[src/rtl/v3n_pkg.sv]
// ----------------------------------------------------------------------------
// v3n_pkg: shared types and constants for vector3_normalize
// Widths of the fixed-point fields and of the lane arithmetic.
// ----------------------------------------------------------------------------
`timescale 1ns / 1ps
`default_nettype none

package v3n_pkg;

  localparam int IN_WIDTH      = 16;
  localparam int OUT_FRAC_BITS = 14;

  localparam int OUT_WIDTH = OUT_FRAC_BITS + 2;
  localparam int MAG_W     = IN_WIDTH;
  localparam int SQ_W      = 2 * IN_WIDTH;
  localparam int S_W       = 2 * IN_WIDTH + 2;
  localparam int Q_W       = OUT_FRAC_BITS + 1;
  // holds (2q-1)^2 * s for any candidate, plus sign
  localparam int ACC_W     = 2 * OUT_FRAC_BITS + 2 * IN_WIDTH + 8;

  // one stage per quotient bit
  localparam int LANE_STAGES = OUT_FRAC_BITS + 1;
  // front (2) + lane + output register
  localparam int LATENCY     = LANE_STAGES + 3;

  typedef logic signed [ACC_W-1:0] acc_t;

  typedef struct packed {
    logic neg;
    logic zero;
  } side_t;

endpackage

`default_nettype wire

[src/rtl/v3n_front.sv]
// ----------------------------------------------------------------------------
// v3n_front: magnitude, squares and sum of squares
// Two register stages; hands one word per cycle to the three lanes.
// ----------------------------------------------------------------------------
`timescale 1ns / 1ps
`default_nettype none

module v3n_front (
  input  wire logic                                clk,
  input  wire logic                                rst_n,
  input  wire logic                                in_vld,
  input  wire logic signed [v3n_pkg::IN_WIDTH-1:0] in_comp [3],
  output logic                                     out_vld,
  output v3n_pkg::side_t                           out_side [3],
  output logic [v3n_pkg::SQ_W-1:0]                 out_sq [3],
  output logic [v3n_pkg::S_W-1:0]                  out_s
);
  import v3n_pkg::*;

  logic              vld1_r;
  logic              neg1_r [3];
  logic [SQ_W-1:0]   sq1_r  [3];
  logic              vld2_r;
  side_t             side2_r [3];
  logic [SQ_W-1:0]   sq2_r  [3];
  logic [S_W-1:0]    s2_r;
  logic [MAG_W-1:0]  mag    [3];
  logic [S_W-1:0]    s_nxt;

  always_comb begin
    for (int i = 0; i < 3; i++) begin
      mag[i] = in_comp[i][IN_WIDTH-1] ? MAG_W'(-in_comp[i]) : MAG_W'(in_comp[i]);
    end
    s_nxt = S_W'(sq1_r[0]) + S_W'(sq1_r[1]) + S_W'(sq1_r[2]);
  end

  always_ff @(posedge clk) begin
    if (!rst_n) begin
      vld1_r <= 1'b0;
      vld2_r <= 1'b0;
    end else begin
      vld1_r <= in_vld;
      vld2_r <= vld1_r;
    end
  end

  always_ff @(posedge clk) begin
    for (int i = 0; i < 3; i++) begin
      neg1_r[i]        <= in_comp[i][IN_WIDTH-1];
      sq1_r[i]         <= SQ_W'(mag[i]) * SQ_W'(mag[i]);
      sq2_r[i]         <= sq1_r[i];
      side2_r[i].neg   <= neg1_r[i];
      side2_r[i].zero  <= (s_nxt == '0);
    end
    s2_r <= s_nxt;
  end

  assign out_vld  = vld2_r;
  assign out_side = side2_r;
  assign out_sq   = sq2_r;
  assign out_s    = s2_r;

endmodule

`default_nettype wire

[config.mk]
export PLATFORM = sky130hd
export DESIGN_NAME = v3n_front
export DESIGN_NICKNAME = d
export VERILOG_FILES = /design/src/rtl/v3n_pkg.sv /design/src/rtl/v3n_front.sv
export SDC_FILE = /design/constraint.sdc
export NUM_CORES = 2
export LEC_CHECK = 0
export BUFFER_PORTS_ARGS = -buffer_cell sky130_fd_sc_hd__buf_4
export CAP_MARGIN = 30
export CORE_ASPECT_RATIO = 0.75
export CORE_MARGIN = 5
export CORE_UTILIZATION = 41
export DETAILED_ROUTE_END_ITERATION = 16
export GPL_ROUTABILITY_DRIVEN = 1
export PLACE_DENSITY_LB_ADDON = 0.08
export SYNTH_ARGS = -nofsm -noshare
export SYNTH_HDL_FRONTEND = slang
export SYNTH_SLANG_ARGS = --single-unit
[constraint.sdc]
create_clock -name clk -period 15.4 [get_ports clk]
set_input_delay 3.08 -clock clk [delete_from_list [all_inputs] [get_ports clk]]
set_output_delay 3.08 -clock clk [all_outputs]
set_load 0.05 [all_outputs]
==> impl_results.md <==
- Die height: 238.9 um
- First-pass GRT wire length: 125.5 mm
- First-pass iteration count of the detailed router: 6
- H-Tree Level Count: 1
- Crit path kind: in2reg
- Sequential-to-total area share from yosys stat: 16.00%
- Post-cts resize count: 0
- DR WL/cell: 18.81 um
- Critical Path Source Type: primary input
- Initial antenna violation count: 3
- Synth Area in XOR/XNOR: 5.429%
- Dpl cells: 4117
- Final ANT Viol Nets: 0
- Layout cells sized above 1: 8.604%
- Final Core Density: 46.83%
- Min cycle time layout: 11060 ps
- Via/cell ratio: 4.892
- Class of the tightest hold or removal check: reg2reg
- Most used cell, CP: fa_1
- Hold Vio Cnt, Final: 0
- Final WL: 78.39 mm
- Fin cells: 4168
- Die X: 315.2 um
- Main combinational cell family by area after synthesis: adder cells
- Worst-skew pair later-pin latency: 580 ps
- Post-synthesis adder-cell area fraction: 50.59%
- Final nets: 4108
- Setup_tns: 0 ps
- Number of flops mapped to enable cells by yosys: 0
- DR vias: 20390
- DRC viols: 0
- Final worst-path cycle share: 71.82%
- Family with the most delay on the worst path: adder cells
- Ys async rst share: 0%
- CTS tree: yes
- Crit path max fanout: 8
- Commonest non-fill, non-tap cell in the layout: inv_1
- Syn avg cell area: 9.555 sq um
- Vias in the first global route: 22200
- GRT Total Usage: 21.32%
- Initial Util: 41.60%
- Largest net degree at the start of global routing: 19
- Grt total ovfl: 0
- Post-CTS Setup Bufs: 0
- Buf+Inv Stages, Crit Path: 5
- TritonCTS buffer count: 28
- Core region area: 68850 sq um
- Die ar.: 75310 sq um
- Sink Count: 229
- CTS max path bufs: 3
- CP required: 15900 ps
- Mux cell area share after synthesis: 0%
- Status: complete, no violations
- Tightest Pin Transition: 1032 ps
- Max Freq: 90.42 MHz
- Setup violators final: 0
- # rows: 83
- Slew margin rel.: 30.69%
- CP peak stage delay: 740 ps
- Compound-Gate Fraction of Synth Area: 8.024%
- Unique masters post-synth: 71
- Hold buffers post-CTS: 0
- Worst hold margin: 324.0 ps
- Total of max-cap violations: 0
- Register bit total from synthesis: 229
- Fraction of the mapped netlist area in simple logic gates: 9.749%
- Top Ports: 188
- Final HPWL DP: 69.14 mm
- Placer congestion estimate: 0.9393
- Cell area after synthesis: 28640 sq um
- Max-slew violation count: 0
- Crit path capture type: flip-flop
- CTS clk-pin slew, worst paths: 60 ps
- Clk_skew: 20.40 ps
- Ys flop type: dfxtp_1
- Yosys warning total: 0
- Post-synthesis cell count: 2998
- Port Buffers: 184
- Arr. time, crit path: 11560 ps
- Synthesis-to-finish area growth: 12.57%
- DRT iter0 DRCs: 1022
- Worst path slowest cell: xor2_1
- Commonest non-fill, non-tap cells in the layout: inv_1 (684), fa_1 (522), ha_1 (323)
- Root Buffer: clkbuf_16
- RSZ-0062 raised after global routing: false
## worst register-to-register path, cell delays in order, from the launching register on
cell       delay, ps
dfxtp_1          620
fa_1             510
ha_1             370
a21oi_1          290
o21ai_0          220
nand3_1          180
nand3_1          140
or3_1            380
a2111oi_0        380
nand4bb_1        230
nor4_1           500
nand4_1          320
nor3_1           200
## final cells by class
cell class / count / area (sq um)
sequential: 229 / 4584
clock buffer: 35 / 777.0
antenna: 2 / 5.005
inverter: 707 / 2654
multi-input combinational: 2038 / 21290
clock inverter: 14 / 206.4
tap: 935 / 1170
timing repair buffer: 208 / 1562
fill: 6654 / 36610
## cell families after synthesis
| kind of cell | Yosys count |
|---|---|
| xor gates and xnor gates | 175 |
| adders and majority gates | 845 |
| other | 2 |
| DFF | 229 |
| buffers and inverters | 769 |
| and+or+nand+nor | 628 |
| AOI/OAI and AO/OA | 350 |
## metal layers
metal	wire length (um)	GRT usage (%)
met1	37480	31.38
met2	33080	32.26
met3	6545	5.884
met4	1287	3.159
met5	0	0
## registers in the layout, summed over array words and instances (netlist names)
| register | count |
|---|---|
| out_sq | 93 |
| neg1_r | 3 |
| vld1_r | 1 |
| out_side | 4 |
| sq1_r | 93 |
| out_vld | 1 |
| out_s | 34 |
## metrics by stage
stage | area (sq um) | setup slack [ps]
3_3_place_gp | 31240 | 3862
6_report | 32250 | 4340
2_1_floorplan | 28790 | 4927
3_5_place_dp | 31260 | 3781
4_1_cts | 32240 | 4399
5_1_grt | 32240 | 3839
## synth_stat cells, drive strengths merged (10+ instances only)
cell type / count / area share [%]
a21o: 63 / 1.7
o21bai: 18 / 0.47
nand3: 30 / 0.52
a211oi: 10 / 0.30
nand4: 10 / 0.22
o31ai: 15 / 0.39
and3: 23 / 0.50
nand2b: 22 / 0.48
nor2b: 12 / 0.26
clkbuf: 54 / 0.71
a31oi: 10 / 0.22
xor2: 64 / 2.0
nor2: 222 / 3.0
inv: 686 / 9.0
a21oi: 93 / 1.6
dfxtp: 229 / 16
clkinv: 21 / 0.28
nand2: 245 / 3.2
fa: 522 / 36
o211ai: 10 / 0.26
o21ai: 67 / 1.2
o21a: 18 / 0.47
xnor2: 111 / 3.4
ha: 323 / 14
nor3: 23 / 0.40
and2: 11 / 0.24
## final timing paths
check                       start              endpoint  slack, ps  depth (start not counted)
max                    in_comp[5]  sq1_r[0][94]$_DFF_P_       4340                         28
min          neg1_r[0][2]$_DFF_P_   out_side[1]$_DFF_P_        320                          0
max reg2reg  sq1_r[0][74]$_DFF_P_   out_side[2]$_DFF_P_      10950                         12
min reg2reg  neg1_r[0][2]$_DFF_P_   out_side[1]$_DFF_P_        320                          0
Power is left out: the tool's default activity adds up to more than one toggle a clock period on the data nets, which glitch-free logic cannot reach.
