<file path="src/rtl/v3n_pkg.sv">
// ----------------------------------------------------------------------------
// v3n_pkg: shared types and constants for vector3_normalize
// Widths of the fixed-point fields and of the lane arithmetic.
// ----------------------------------------------------------------------------
`timescale 1ns / 1ps
`default_nettype none

package v3n_pkg;

  localparam int IN_WIDTH      = 16;
  localparam int OUT_FRAC_BITS = 14;

  localparam int OUT_WIDTH = OUT_FRAC_BITS + 2;
  localparam int MAG_W     = IN_WIDTH;
  localparam int SQ_W      = 2 * IN_WIDTH;
  localparam int S_W       = 2 * IN_WIDTH + 2;
  localparam int Q_W       = OUT_FRAC_BITS + 1;
  // holds (2q-1)^2 * s for any candidate, plus sign
  localparam int ACC_W     = 2 * OUT_FRAC_BITS + 2 * IN_WIDTH + 8;

  // one stage per quotient bit
  localparam int LANE_STAGES = OUT_FRAC_BITS + 1;
  // front (2) + lane + output register
  localparam int LATENCY     = LANE_STAGES + 3;

  typedef logic signed [ACC_W-1:0] acc_t;

  typedef struct packed {
    logic neg;
    logic zero;
  } side_t;

endpackage

`default_nettype wire

</file>
<file path="src/rtl/v3n_merge.sv">
// ----------------------------------------------------------------------------
// v3n_merge: joins the three lanes into one result word
// Applies signs, forces zero for a zero-length vector, registers outputs.
// ----------------------------------------------------------------------------
`timescale 1ns / 1ps
`default_nettype none

module v3n_merge (
  input  wire logic                                 clk,
  input  wire logic                                 rst_n,
  input  wire logic                                 in_vld,
  input  wire v3n_pkg::side_t                       in_side [3],
  input  wire logic [v3n_pkg::Q_W-1:0]              in_q [3],
  output logic                                      out_valid,
  output logic signed [v3n_pkg::OUT_WIDTH-1:0]      out_unit [3],
  output logic                                      out_zero_length
);
  import v3n_pkg::*;

  logic                        valid_r;
  logic signed [OUT_WIDTH-1:0] unit_r [3];
  logic                        zero_r;
  logic signed [OUT_WIDTH-1:0] unit_nxt [3];

  always_comb begin
    for (int i = 0; i < 3; i++) begin
      if (in_side[0].zero) begin
        unit_nxt[i] = '0;
      end else if (in_side[i].neg) begin
        unit_nxt[i] = -$signed({1'b0, in_q[i]});
      end else begin
        unit_nxt[i] = $signed({1'b0, in_q[i]});
      end
    end
  end

  always_ff @(posedge clk) begin
    if (!rst_n) begin
      valid_r <= 1'b0;
    end else begin
      valid_r <= in_vld;
    end
  end

  always_ff @(posedge clk) begin
    unit_r <= unit_nxt;
    zero_r <= in_side[0].zero;
  end

  assign out_valid       = valid_r;
  assign out_unit        = unit_r;
  assign out_zero_length = zero_r;

endmodule

`default_nettype wire

</file>
<file path="config.mk">
export PLATFORM = sky130hd
export DESIGN_NAME = v3n_merge
export DESIGN_NICKNAME = d
export VERILOG_FILES = /design/src/rtl/v3n_pkg.sv /design/src/rtl/v3n_merge.sv
export SDC_FILE = /design/constraint.sdc
export NUM_CORES = 1
export LEC_CHECK = 0
export BUFFER_PORTS_ARGS = -buffer_cell sky130_fd_sc_hd__buf_2
export CORE_ASPECT_RATIO = 1.25
export CORE_MARGIN = 5
export CORE_UTILIZATION = 45
export CTS_BUF_LIST = sky130_fd_sc_hd__clkbuf_8
export CTS_CLUSTER_DIAMETER = 40
export DETAILED_ROUTE_END_ITERATION = 12
export PLACE_DENSITY = 0.75
export SKIP_LAST_GASP = 1
export SLEW_MARGIN = 20
export SYNTH_ARGS = -nofsm -noshare
export SYNTH_HDL_FRONTEND = slang
export SYNTH_SLANG_ARGS = --single-unit
</file>
<file path="constraint.sdc">
create_clock -name clk -period 5.2 [get_ports clk]
set_input_delay 0.52 -clock clk [delete_from_list [all_inputs] [get_ports clk]]
set_output_delay 0.52 -clock clk [all_outputs]
set_load 0.05 [all_outputs]
</file>
==> results of run 1 <==
## stage by stage
| stage | hold slack, ns | utilization [%] | instance area [um^2] | setup slack (ns) |
|---|---|---|---|---|
| floorplan | 0.548 | - | 2210 | 3.02 |
| global placement | 0.728 | 57.6 | 2740 | 2.87 |
| detailed placement | 0.733 | 57.6 | 2740 | 2.81 |
| CTS | 0.432 | 59.2 | 2820 | 3.13 |
| global route | 0.436 | 59.2 | 2820 | 3.00 |
| finish | 0.440 | 59.2 | 2820 | 3.11 |
## path summary, 6_finish.rpt
path	startpoint	endpoint	slack [ns]	cells after the start
worst max-delay path	in_q[15]	out_unit[28]$_SDFF_PP0_	3.11	7
worst min-delay path	in_vld	out_valid$_SDFF_PN0_	0.44	2
## report_power, final
part	switching, uW	internal, uW
logic	173	67.1
clock network	114	89.0
registers	6.48	412
total	293	568
## registers in the layout (all words and copies together) (netlist names)
signal and count:
out_valid 1, out_zero_length 1, out_unit 48
## synth_stat cells
master and instances:
or3_1 8, a311oi_1 1, nor2_1 48, o31a_1 1
or4_1 4, nor3_1 3, buf_1 4, inv_1 8
buf_2 1, a21boi_0 2, nor4_1 1, o21ai_0 9
nor2b_1 5, a31oi_1 1, o31ai_1 10, a21oi_1 2
or4b_2 3, nand3_1 1, or2_2 7, and2_1 1
mux2_2 2, ha_1 3, or4_4 2, xnor2_1 5
xor2_1 29, a41oi_1 1, nand2_1 1, nor3b_1 2
mux2i_1 3, mux2_4 1, nand2b_1 1, o41ai_1 12
dfxtp_1 50, clkbuf_1 8
## logic make-up (layout without fill, tap and decap cells)
family                   after synthesis  count (layout)  share of synthesized area, %
AND/OR/NAND/NOR                       87              87                          20.1
flip-flops                            50              50                          45.2
AO/OA/AOI/OAI                         39              39                          12.8
XOR/XNOR                              34              34                          13.5
buffers and inverters                 21             116                          3.62
multiplexers                           6               6                          3.05
adder cells (fa/ha/maj)                3               3                          1.70
## metal layers
metal  part of all wire, %  track usage (%)  vias up
met5                     0                0        -
li1                      -                -     1015
met1                    37             16.8      922
met4                   1.2             5.20        0
met2                    54             30.9       75
met3                   7.5             4.55        6
## area by class of cell
cell class              instances  area [um^2]
repair buffers                101          505
well taps                      60         75.1
clock buffers                   5         68.8
inverters                       8         30.0
flip-flops and latches         50         1000
multi-input cells             169         1130
clock inverters                 2         7.51
fillers                       469         1950
==> results.ini, run 1 <==
[detailed_routing]
viasPerCell = 5.11
vias = 2018
drcViolationCount = 0
dr.pass1.iters = 4
drtAntennaViolNets = 0
wl_per_cell_um = 13.1
wl_mm = 5.17
drt_iter0_drc = 83

[synth]
ys_seq_area_share_pct = 45.2
netlist_instances = 240
synth_seq_cells = 50
synthTopCellsByArea = dfxtp_1, xor2_1, nor2_1
avgSynthCellArea_um2 = 9.22
synth.distinct_cells = 34
synth_top_cell_by_area = dfxtp_1
synth_top_area_share_pct = 45.2
syn_area_um2 = 2210
yosys_warnings = 0
syn-num-nets = 297

[worst_setup_path]
crit_family = simple AND/OR/NAND/NOR gates
start_kind = input port
worstPathCellList = buf_2 -> inv_1 -> ha_1 -> or4b_2 -> o41ai_1 -> xor2_1 -> nor2_1
slowest_delay_ns = 0.69
critPathBufInv = 2
cp_data_required_time_ns = 5.35
critPathKind = in -> reg
crit_arrival_ns = 2.24
cp_max_fo = 5
crit_path_end_kind = register
crit_slowest_cell = or4b_2

[place]
dp_cells = 388
dp_hpwl_mm = 4.04
place_congestion = 0.792
port_buffers = 101

[cts]
holdBufCountCts = 0
clock-sinks = 50
clk_pin_slew_ns = 0.08
clockBufferDepth = 2
cts_tree = yes
cts_buffers = 5
root_buffer = clkbuf_8
cts_resized = 0
htree_levels = 2
post-cts-setup-buffers = 0

[pwr]
ir_drop_mv = 0.135
power_uw = 862
power.density_nw_per_um2 = 306
leakage_uw = 0.00134

[finish]
final_cell_mix = buf_2, dfxtp_1, nor2_1, xor2_1, o41ai_1
nNetsFinal = 392
drive_gt1_share_pct = 36.1
final_cells = 395
area_growth_pct = 27.4
diodes = 0
layout_commonest_cell = buf_2

[sta]
rsz0062_at_grt = false
relSlewSlack_pct = 41.6
hold_viol_final = 0
timing.fmax_mhz = 479
min_period_ns = 2.09
fin_tns_setup_ns = 0
slew_violations = 0
worst_pin_slew_ns = 0.877
setup_violations = 0
period_share_pct = 40.2

[floorplanning]
pin_count = 104
rows = 28
fp.dieH_um = 88.4
fp.coreArea_um2 = 4760
start_util_pct = 46.4
die_x_um = 72.7
die_area_um2 = 6430

[grt]
grt_pass1_vias = 1980
grt_overflow_total = 0
grt_antenna_before_repair = 0
grt_util_all_layers_pct = 16.2
grt_pass1_wl_mm = 8.35
grt_max_degree = 53

[flow_run]
maxCapViolCount = 0

[hold_path]
hp-class = in -> reg

[outcome]
status = completed

(Power assumes the default switching activity.)
==> inputs of run 2 (changes only) <==
ABC_AREA = 1   (was unset)
PLACE_DENSITY = 0.73   (was 0.75)
clock period = 2.03 ns   (was 5.2 ns; I/O delays follow)
==> results.ini, run 2 <==
[sta]
whs_ns = 0.0855
rsz0062_at_grt = false
period_share_pct = 54.0
worst_pin_slew_ns = 0.395
min_period_ns = 1.10
relSlewSlack_pct = 73.7
fin_tns_setup_ns = 0
timing.fmax_mhz = 912
setup_violations = 0
hold_viol_final = 0
slew_violations = 0

[floorplanning]
pin_count = 104
fp.dieH_um = 91.8
rows = 29
die_area_um2 = 6930
start_util_pct = 46.8
die_x_um = 75.5
fp.coreArea_um2 = 5150

[hold_path]
hold_start = in_vld
hp-class = in -> reg
hold_end = out_valid$_SDFF_PN0_
whs_path_depth = 3

[worst_setup_path]
crit_family = flip-flops
cp_max_fo = 1
cp_data_required_time_ns = 1.83
critPathKind = reg -> out
worstPathCellList = buf_2
crit_slowest_cell = dfxtp_1
crit_path_end_kind = primary output
crit_arrival_ns = 0.89
start_kind = register
critPathBufInv = 1
slowest_delay_ns = 0.34

[cts]
clock-sinks = 50
cts_resized = 0
clk_pin_slew_ns = 0.09
clockBufferDepth = 2
htree_levels = 2
post-cts-setup-buffers = 0
holdBufCountCts = 0
cts_buffers = 5
cts_tree = yes
root_buffer = clkbuf_8

[synth]
yosys_warnings = 0
netlist_instances = 354
synth_seq_cells = 50
netlist_top_cells_count = nor2_1, nand2_1, dfxtp_1
yosysMostFrequentCell = nor2_1
synthTopCellsByArea = dfxtp_1, nor2_1, nand2_1
synth_top_area_share_pct = 41.5
ys.flop_type = dfxtp_1
syn-num-nets = 411
avgSynthCellArea_um2 = 6.81
synth-edff-count = 0
ys_seq_area_share_pct = 41.5
synth_top_cell_by_area = dfxtp_1
synthArstFlopShare_pct = 0
synth.distinct_cells = 23
syn_area_um2 = 2410

[detailed_routing]
vias = 2504
drt_iter0_drc = 52
drtAntennaViolNets = 0
drcViolationCount = 0
wl_per_cell_um = 11.3
viasPerCell = 4.87
dr.pass1.iters = 4
wl_mm = 5.82

[pwr]
power_switching_share_pct = 34.2
ir_drop_mv = 0.332
pwr-share-seq_pct = 47.8
internal-power_uw = 1470
power_frac_comb_pct = 26.9
leakage_uw = 0.00159
clkPwrFrac_pct = 25.4
switching_power_uw = 761
power.density_nw_per_um2 = 734

[grt]
grt_antenna_before_repair = 0
grt_pass1_vias = 2304
grt_overflow_total = 0
grt_pass1_wl_mm = 9.49
grt_max_degree = 43
grt_util_all_layers_pct = 16.9

[finish]
nNetsFinal = 510
layout_commonest_cell = buf_2
largest_reg_flops = 48
fin_area_um2 = 3040
final_cell_mix = buf_2, nor2_1, nand2_1, dfxtp_1
area_growth_pct = 25.9
diodes = 0
drive_gt1_share_pct = 29.9

[place]
dp_hpwl_mm = 4.60
place_congestion = 0.861
dpl_cell_area_um2 = 2950
port_buffers = 101

[outcome]
status = completed

[flow_run]
maxCapViolCount = 0

[run 2: how the worst max path moves through the flow]
stage	startpoint	end	slack, ns	cells after the start
after floorplan	in_q[0]	out_unit[14]$_SDFF_PP0_	0.95	7
final	out_unit[0]$_SDFF_PP0_	out_unit[0]	0.93	1
after global routing	in_q[0]	out_unit[6]$_SDFF_PP0_	0.88	7
after CTS	out_unit[8]$_SDFF_PP0_	out_unit[8]	0.91	1
after global placement	in_q[0]	out_unit[14]$_SDFF_PP0_	0.74	8
after detailed placement	in_q[0]	out_unit[14]$_SDFF_PP0_	0.73	8
[run 2: routing by layer]
layer  up-vias  GRT usage [%]  share of wire, %
li1       1320              -                 -
met1      1096           19.1                40
met2        84           30.3                51
met3         4           4.60               8.6
met4         0           4.81              0.79
met5         -              0                 0
[run 2: power groups by stage]
stage	Sequential (uW)	Clock (uW)	Combinational, uW
6_report	1060	565	599
5_1_grt	1070	625	653
4_1_cts	1060	588	603
3_5_place_dp	1090	0	602
3_3_place_gp	1090	0	594
2_1_floorplan	1330	0	180
[run 2: logic make-up (layout without fill, tap and decap cells)]
| logic type | after synthesis | count (layout) | share of synthesized area, % |
|---|---|---|---|
| adder cells (fa/ha/maj) | 3 | 3 | 1.56 |
| buffers and inverters | 49 | 147 | 8.10 |
| AND/OR/NAND/NOR | 189 | 189 | 35.5 |
| AO/OA/AOI/OAI | 63 | 63 | 13.3 |
| flip-flops | 50 | 50 | 41.5 |
[run 2: per-stage QoR]
step	utilization (%)	setup slack, ns	power [uW]	instances
finish	58.9	0.933	2230	514
global route	58.9	0.884	2350	514
CTS	58.9	0.912	2260	514
detailed placement	57.3	0.733	1690	508
global placement	57.3	0.737	1680	508
floorplan	-	0.955	1510	354
[run 2: final cells by class]
class                           instances  area [um^2]
Clock buffer                            6         82.6
Fill cell                             520         2120
Inverter                               39          146
Multi-Input combinational cell        255         1210
Sequential cell                        50         1000
Tap cell                               62         77.6
Timing Repair Buffer                  102          513
